==> config.mk <==
export PLATFORM = sky130hd
export DESIGN_NAME = dotted_path_token_hasher
export DESIGN_NICKNAME = d
export VERILOG_FILES = /design/src/design/dpth_pkg.sv /design/src/design/dpth_step.sv /design/src/design/dotted_path_token_hasher.sv
export SDC_FILE = /design/constraint.sdc
export NUM_CORES = 1
export LEC_CHECK = 0
export ABC_AREA = 1
export BUFFER_PORTS_ARGS = -buffer_cell sky130_fd_sc_hd__buf_2
export CORE_ASPECT_RATIO = 1.1
export CORE_MARGIN = 3
export CORE_UTILIZATION = 40
export CTS_BUF_LIST = sky130_fd_sc_hd__clkbuf_4 sky130_fd_sc_hd__clkbuf_8
export DETAILED_ROUTE_END_ITERATION = 8
export REMOVE_ABC_BUFFERS = 1
export SETUP_SLACK_MARGIN = 0.2
export SLEW_MARGIN = 20
export SYNTH_ARGS = -nofsm -noshare
export SYNTH_HDL_FRONTEND = slang
export SYNTH_SLANG_ARGS = --single-unit
==> constraint.sdc <==
create_clock -name i_clk -period 8.9 [get_ports i_clk]
set_input_delay 0.89 -clock i_clk [delete_from_list [all_inputs] [get_ports i_clk]]
set_output_delay 0.89 -clock i_clk [all_outputs]
set_load 0.01 [all_outputs]
==> src/design/dpth_pkg.sv <==
// Shared types and constants for the dotted path token hasher.
package dpth_pkg;

    localparam int MAX_SEGMENTS = 4;
    localparam int SEG_CNT_W    = $clog2(MAX_SEGMENTS + 1);
    localparam int HASH_W       = 32;
    localparam int HASH_MULT    = 31;

    localparam logic [7:0] CH_DOT  = 8'h2E;
    localparam logic [7:0] CH_STAR = 8'h2A;

    typedef enum logic [2:0] {
        PH_START,
        PH_SEG,
        PH_STAR,
        PH_TAIL,
        PH_IGNORE,
        PH_ERROR
    } t_phase;

    typedef enum logic [1:0] {
        KIND_TOKEN,
        KIND_WILD,
        KIND_ERROR,
        KIND_END
    } t_kind;

    localparam logic ERR_START = 1'b0;
    localparam logic ERR_DOT   = 1'b1;

    typedef struct packed {
        logic [7:0] path_byte;
        logic       path_last;
    } t_in_req;

    typedef struct packed {
        t_kind                     kind;
        logic                      error_code;
        logic [1:0]                segment_slot;
        logic signed [HASH_W-1:0]  token_hash;
        logic                      path_end;
    } t_out_req;

    typedef struct packed {
        t_phase                phase;
        logic [SEG_CNT_W-1:0]  seg_count;
        logic [HASH_W-1:0]     hash;
    } t_state;

    typedef struct packed {
        t_state    nxt;
        logic      has_out;
        t_out_req  out;
    } t_step;

endpackage

==> src/design/dpth_step.sv <==
// Per-byte tokenizer step: next parser state and the optional result.
module dpth_step (
    input  dpth_pkg::t_state              i_state,
    input  dpth_pkg::t_in_req             i_req,
    input  logic [dpth_pkg::HASH_W-1:0]   i_wildcard_hash,
    output dpth_pkg::t_step               o_step
);

    logic                               is_dot;
    logic                               is_star;
    logic                               last;
    logic                               start_err;
    dpth_pkg::t_phase                   ph_cur;
    logic [dpth_pkg::SEG_CNT_W-1:0]     cnt_cur;
    logic [dpth_pkg::SEG_CNT_W-1:0]     cnt_inc;
    logic [dpth_pkg::HASH_W-1:0]        h_cur;
    logic [dpth_pkg::HASH_W-1:0]        h_mac;
    logic [dpth_pkg::HASH_W-1:0]        sx;
    dpth_pkg::t_state                   n_state;
    logic                               has_out;
    dpth_pkg::t_out_req                 res;

    assign is_dot    = (i_req.path_byte == dpth_pkg::CH_DOT);
    assign is_star   = (i_req.path_byte == dpth_pkg::CH_STAR);
    assign last      = i_req.path_last;
    assign sx        = {{(dpth_pkg::HASH_W-8){i_req.path_byte[7]}}, i_req.path_byte};

    // a path start opens segment zero; a leading dot goes straight to error
    assign start_err = (i_state.phase == dpth_pkg::PH_START) && is_dot;
    assign ph_cur    = (i_state.phase != dpth_pkg::PH_START) ? i_state.phase
                     : (is_dot ? dpth_pkg::PH_ERROR : dpth_pkg::PH_SEG);
    assign cnt_cur   = (i_state.phase == dpth_pkg::PH_START) ? '0 : i_state.seg_count;
    assign h_cur     = (i_state.phase == dpth_pkg::PH_START) ? '0 : i_state.hash;
    assign cnt_inc   = cnt_cur + dpth_pkg::SEG_CNT_W'(1);
    assign h_mac     = h_cur * dpth_pkg::HASH_W'(dpth_pkg::HASH_MULT) + sx;

    always_comb begin
        n_state.phase     = ph_cur;
        n_state.seg_count = cnt_cur;
        n_state.hash      = h_cur;
        case (ph_cur)
            dpth_pkg::PH_SEG: begin
                if (is_dot) begin
                    n_state.seg_count = cnt_inc;
                    n_state.hash      = '0;
                    n_state.phase     =
                        (cnt_inc >= dpth_pkg::SEG_CNT_W'(dpth_pkg::MAX_SEGMENTS))
                        ? dpth_pkg::PH_TAIL : dpth_pkg::PH_SEG;
                end else if (is_star) begin
                    n_state.seg_count = cnt_inc;
                    n_state.hash      = '0;
                    n_state.phase     = dpth_pkg::PH_STAR;
                end else begin
                    n_state.hash = h_mac;
                end
            end
            dpth_pkg::PH_STAR: begin
                // only a separator may follow a wildcard
                if (is_dot) begin
                    n_state.hash  = '0;
                    n_state.phase =
                        (cnt_cur >= dpth_pkg::SEG_CNT_W'(dpth_pkg::MAX_SEGMENTS))
                        ? dpth_pkg::PH_IGNORE : dpth_pkg::PH_SEG;
                end else begin
                    n_state.phase = dpth_pkg::PH_ERROR;
                end
            end
            dpth_pkg::PH_TAIL: begin
                if (is_dot) begin
                    n_state.phase = dpth_pkg::PH_IGNORE;
                end else if (is_star) begin
                    n_state.phase = dpth_pkg::PH_STAR;
                end
            end
            default: begin
                // drop the byte
            end
        endcase
        if (last) begin
            n_state.phase     = dpth_pkg::PH_START;
            n_state.seg_count = '0;
            n_state.hash      = '0;
        end
    end

    always_comb begin
        has_out          = 1'b0;
        res.kind         = dpth_pkg::KIND_TOKEN;
        res.error_code   = dpth_pkg::ERR_START;
        res.segment_slot = '0;
        res.token_hash   = '0;
        res.path_end     = last;
        if (start_err) begin
            has_out    = 1'b1;
            res.kind   = dpth_pkg::KIND_ERROR;
        end else begin
            case (ph_cur)
                dpth_pkg::PH_SEG: begin
                    if (is_dot) begin
                        has_out          = 1'b1;
                        res.segment_slot = cnt_cur[1:0];
                        res.token_hash   = h_cur;
                    end else if (is_star) begin
                        has_out          = 1'b1;
                        res.kind         = dpth_pkg::KIND_WILD;
                        res.segment_slot = cnt_cur[1:0];
                        res.token_hash   = i_wildcard_hash;
                    end else if (last) begin
                        has_out          = 1'b1;
                        res.segment_slot = cnt_cur[1:0];
                        res.token_hash   = h_mac;
                    end
                end
                dpth_pkg::PH_STAR: begin
                    if (!is_dot) begin
                        has_out        = 1'b1;
                        res.kind       = dpth_pkg::KIND_ERROR;
                        res.error_code = dpth_pkg::ERR_DOT;
                    end
                end
                default: begin
                    // no result
                end
            endcase
        end
        if (last && !has_out) begin
            has_out  = 1'b1;
            res.kind = dpth_pkg::KIND_END;
        end
    end

    assign o_step = {n_state, has_out, res};

endmodule

==> src/design/dotted_path_token_hasher.sv <==
// Dotted path tokenizer with a per-segment polynomial hash, top level.
//
// Usage: send a path one byte per request on the input channel (valid/ready),
// with path_last set on its final byte. Each byte yields zero or one result
// on the output channel: a token (slot and 31-multiplier hash of the segment),
// a wildcard token (slot and the configured wildcard hash), an error, or a
// bare path-end marker. The final byte of a path always yields a result with
// path_end set. Up to four segments are tokenized; in the rest only a star is
// checked, for a dot after it. A result is written to the output register in
// the cycle after its byte is accepted. One byte is taken per cycle unless
// a full output register stalls; the hash multiply-add and phase update are
// combinational. The input is ready whenever the output register is empty or
// being taken, so a stalled receiver holds the pending result and blocks
// further input only when it is full. Write the wildcard hash register through
// i_cfg_we/i_cfg_data only while the block is idle; it is not enforced.
// Reset (synchronous, active low) returns to path start, clears the
// hash and segment count, empties the output register and clears the
// wildcard hash to zero.
module dotted_path_token_hasher (
    input  logic                          i_clk,
    input  logic                          i_rst_n,
    input  logic                          i_in_valid,
    output logic                          o_in_ready,
    input  dpth_pkg::t_in_req             i_in,
    output logic                          o_out_valid,
    input  logic                          i_out_ready,
    output dpth_pkg::t_out_req            o_out,
    input  logic                          i_cfg_we,
    input  logic [dpth_pkg::HASH_W-1:0]   i_cfg_data
);

    dpth_pkg::t_state              r_state;
    dpth_pkg::t_out_req            r_out;
    logic                          r_out_valid;
    logic [dpth_pkg::HASH_W-1:0]   r_wildcard_hash;

    dpth_pkg::t_step               step;
    logic                          accept;

    dpth_step u_step (
        .i_state         (r_state),
        .i_req           (i_in),
        .i_wildcard_hash (r_wildcard_hash),
        .o_step          (step)
    );

    assign o_in_ready  = !r_out_valid || i_out_ready;
    assign accept      = i_in_valid && o_in_ready;
    assign o_out_valid = r_out_valid;
    assign o_out       = r_out;

    always_ff @(posedge i_clk) begin
        if (!i_rst_n) begin
            r_state.phase     <= dpth_pkg::PH_START;
            r_state.seg_count <= '0;
            r_state.hash      <= '0;
            r_out_valid       <= 1'b0;
            r_wildcard_hash   <= '0;
        end else begin
            if (i_cfg_we) begin
                r_wildcard_hash <= i_cfg_data;
            end
            if (accept) begin
                r_state <= step.nxt;
            end
            if (accept && step.has_out) begin
                r_out_valid <= 1'b1;
            end else if (i_out_ready) begin
                r_out_valid <= 1'b0;
            end
        end
    end

    always_ff @(posedge i_clk) begin
        if (accept && step.has_out) begin
            r_out <= step.out;
        end
    end

    // the last byte of a path always closes it with a result and a fresh state
    a_last_gives_end: assert property (@(posedge i_clk) disable iff (!i_rst_n)
        accept && i_in.path_last |=> o_out_valid && o_out.path_end
            && r_state.phase == dpth_pkg::PH_START && r_state.seg_count == '0)
        else $error("path end not reported or state not returned to start");

    a_seg_in_range: assert property (@(posedge i_clk) disable iff (!i_rst_n)
        r_state.phase == dpth_pkg::PH_SEG
            |-> r_state.seg_count < dpth_pkg::SEG_CNT_W'(dpth_pkg::MAX_SEGMENTS))
        else $error("open segment beyond the segment limit");

    a_error_clean: assert property (@(posedge i_clk) disable iff (!i_rst_n)
        o_out_valid && (o_out.kind == dpth_pkg::KIND_ERROR || o_out.kind == dpth_pkg::KIND_END)
            |-> o_out.token_hash == '0 && o_out.segment_slot == '0)
        else $error("error or end result carries a slot or hash");

endmodule

==> summary.md <==
| Metric | Value |
|---|---|
| Leak Pwr | `5.99 nW` |
| Top FF cell, synth | `dfxtp_1` |
| Clock share of power | `0.262` |
| Layout cells sized above 1 | `0.0866` |
| Sw Share | `0.372` |
| Netlist cell types | `40` |
| Status | `completed` |
| Max Fanout on Critical Path | `33` |
| Hold Fails Final Rpt | `0` |
| IO Port Bufs | `85` |
| # clock sinks | `around 110` |
| Power per standard cell area | `about 110 mW/mm2` |
| Max-Cap Viols | `0` |
| CTS resizes | `0` |
| Reg-to-reg slack, setup | `3.36 ns` |
| Tmin final | `approximately 5.5 ns` |
| Worst skew pair latency | `about 0.42 ns` |
| Diodes inserted | `0` |
| Postcts setup bufs | `0` |
| Final number of max-transition violations | `0` |
| Worst path required time | `between 9 and 10 ns` |
| Hold path depth | `2` |
| Flop and latch count out of synthesis | `between 100 and 150` |
| Tcrit/Tclk final | `0.623` |
| Clock Skews | `roughly 0.026 ns` |
| Clock-pin slew on the worst setup and hold paths | `0.14 ns` |
| DRT Wirelength | `~31 mm` |
| CP Launch Type | `flip-flop` |
| Seq pwr share | `0.452` |
| Fmax | `roughly 180 MHz` |
| Clk buf depth | `2` |
| Placed cell count | `about 1,900` |
| Cell count after synthesis | `around 1,500` |
| Peak VDD IR | `0.0000645 V` |
| M1 WL | `about 14 mm` |
| Reg2reg end | `o_out[12]` |
| Starting Density | `0.409` |
| Worst R2R Path Depth | `22` |
| Layout Nets | `~1,800` |
| First-pass GRT wire length | `~50 mm` |
| Unrepaired setup endpoints after global routing | `false` |
| Worst Tran Pin Value | `roughly 0.93 ns` |
| Die area | `between 0.02 and 0.03 mm2` |
| Routed wl met2 | `14.7 mm` |
| Setup violations, final | `0` |
| Largest net degree at the start of global routing | `between 40 and 50` |
| CTS HTree Levels | `3` |
| RD Place Congestion | `0.984` |
| Internal Power | `between 700 and 800 uW` |
| Critical path capture point type | `flip-flop` |
| Hold Crit Start | `r_state[19]` |
| Worst Hold Class | `reg2reg` |
| Rel. slew slack | `0.380` |
| Sw Pwr | `approximately 470 uW` |
| Die height | `~180 um` |
| Syn_area_per_cell | `6.87 um2` |
| Setup Crit Path Kind | `reg2reg` |
| Core area | `about 0.025 mm2` |
| Arr. time, crit path | `5.77 ns` |
| Cts bufs inserted | `9` |
| Combinational share of power | `0.286` |
| Setup TNS | `0 ns` |
| Hold-fix buffers at CTS | `0` |
| DR vias/cell | `between 5 and 6` |
| GRT overflow | `0` |
| WL met3 | `around 1.2 mm` |
| Drt drc | `0` |
| Worst flop-to-flop path startpoint | `r_state[35]` |
| Yosys warns | `0` |
| Non-filler cells, final | `approximately 1,900` |
| Die width | `between 150 and 200 um` |
| IO Count | `86` |
| P&R area growth vs syn | `8.97%` |
| Post-Syn Area | `about 0.010 mm2` |
| Hold path endpoint | `r_state[19]` |
| Vias in the first global route | `between 9,000 and 10,000` |
| Detailed placement HPWL | `between 20 and 25 mm` |
| Number of flops mapped to enable cells by yosys | `38` |
| DR pass1 iterations | `5` |
| Via count | `approximately 9,700` |
| Clock Tree Root | `clkbuf_8` |
| Highest Signal Layer | `met4` |
| Detailed-route wire length per cell | `around 16 um` |
| Remaining antenna violation count after routing | `0` |
| Initial antenna violation count | `0` |
| Tot GR Track Use | `0.224` |
| Starting DRT DRC Count | `approximately 730` |
| Share of async-settable or async-resettable flops after synthesis | `0` |
| Row cnt | `61` |
| Sequential area share after synthesis | `0.246` |
| CTS tree | `yes` |
[logic make-up (layout without fill, tap and decap cells)]
family,Yosys count,in the layout,share of synthesized area
and+or+nand+nor,630,630,0.249
DFF,109,109,0.246
adders and majority gates,134,134,0.216
AOI/OAI and AO/OA,268,268,0.136
buffers and inverters,347,411,0.128
xor gates and xnor gates,30,30,0.0252
[flip-flops by register name (all words and copies together) (netlist names)]
register / flops
o_out_valid: 1
r_wildcard_hash: 32
o_out: 38
r_state: 38
[worst max-delay path, stage by stage (launching register included)]
cell,delay (ns)
dfxtp_1,0.48
nor2_2,0.11
nand2_2,0.59
inv_1,0.34
nor2_1,0.37
inv_1,0.14
nor2_1,0.16
nor2_1,0.08
ha_1,0.30
fa_1,0.54
inv_1,0.05
fa_1,0.48
inv_1,0.04
ha_1,0.37
nand2_1,0.08
nor2_1,0.10
nand2_1,0.05
nand3_1,0.17
nand2_1,0.07
nand2_1,0.12
xor2_1,0.34
nand2_1,0.09
a221oi_1,0.26
[how the worst max path moves through the flow]
stage	startpoint	to	cells past startpoint
floorplan	i_in[8]	o_out[0]	11
global placement	i_in[8]	o_out[27]	18
detailed placement	r_state[35]	o_out[12]	21
CTS	r_state[35]	o_out[12]	21
global route	r_state[37]	r_state[13]	23
finish	r_state[35]	o_out[12]	22
[layout make-up]
cell class                      count  area (um2)
Multi-Input combinational cell   1062        6540
Clock inverter                      7        88.8
Inverter                          304        1140
Timing Repair Buffer               91         470
Tap cell                          346         433
Sequential cell                   109        2560
Fill cell                        2702       14100
Clock buffer                        9         124
[metal layers]
metal | track usage | up-vias
met5 | 0 | -
met4 | 0.0716 | 0
met3 | 0.0217 | 48
met2 | 0.388 | 233
met1 | 0.297 | 4516
li1 | - | 4862
[Yosys cell counts (4+ instances only)]
| library cell | count | share of area |
|---|---|---|
| dfxtp_1 | 71 | 0.14 |
| inv_1 | 292 | 0.11 |
| ha_1 | 57 | 0.068 |
| o21ai_1 | 10 | 0.0048 |
| o21ai_0 | 92 | 0.044 |
| a221oi_1 | 9 | 0.0076 |
| fa_1 | 77 | 0.15 |
| nor2_1 | 148 | 0.053 |
| edfxtp_1 | 38 | 0.11 |
| a21oi_1 | 142 | 0.068 |
| buf_2 | 8 | 0.0038 |
| inv_2 | 10 | 0.0036 |
| or2_2 | 8 | 0.0048 |
| clkbuf_1 | 31 | 0.011 |
| nor3_1 | 5 | 0.0024 |
| nand3_1 | 78 | 0.037 |
| nand3b_1 | 4 | 0.0029 |
| o21bai_1 | 4 | 0.0029 |
| nand2_1 | 366 | 0.13 |
| nand4_1 | 7 | 0.0042 |
| xor2_1 | 27 | 0.023 |
| a31oi_1 | 4 | 0.0024 |
[power groups by stage]
stage / logic (mW) / registers (mW) / clock network (mW)
6_report: 0.361 / 0.571 / 0.331
2_1_floorplan: 0.237 / 0.587 / 0
3_5_place_dp: 0.361 / 0.582 / 0
3_3_place_gp: 0.360 / 0.582 / 0
4_1_cts: 0.364 / 0.571 / 0.343
5_1_grt: 0.415 / 0.575 / 0.358
[per-stage QoR]
step	utilization	area (um2)	total power, mW	hold WS [ns]	setup WS, ns
after global routing	0.445	11400	1.35	0.488	2.94
after detailed placement	0.437	11100	0.944	0.459	3.44
after CTS	0.445	11400	1.28	0.478	3.38
after floorplan	-	10200	0.823	0.445	4.24
final	0.445	11400	1.26	0.477	3.36
after global placement	0.437	11100	0.942	0.453	3.50
[layout by cell type, fill, tap and decap left out, types with 5 or more instances in the layout]
| master | n |
|---|---|
| buf_2 | 85 |
| clkbuf_8 | 9 |
| a221oi_1 | 9 |
| or2_2 | 8 |
| xor2_1 | 27 |
| nor3_1 | 5 |
| inv_1 | 290 |
| inv_2 | 10 |
| o21ai_1 | 10 |
| buf_4 | 6 |
| nand4_1 | 7 |
| ha_1 | 57 |
| o21ai_0 | 92 |
| nand2_1 | 366 |
| edfxtp_1 | 38 |
| nand3_1 | 78 |
| fa_1 | 77 |
| dfxtp_1 | 71 |
| nor2_1 | 147 |
| a21oi_1 | 142 |
Note: power is estimated with default switching activity, not from simulation.
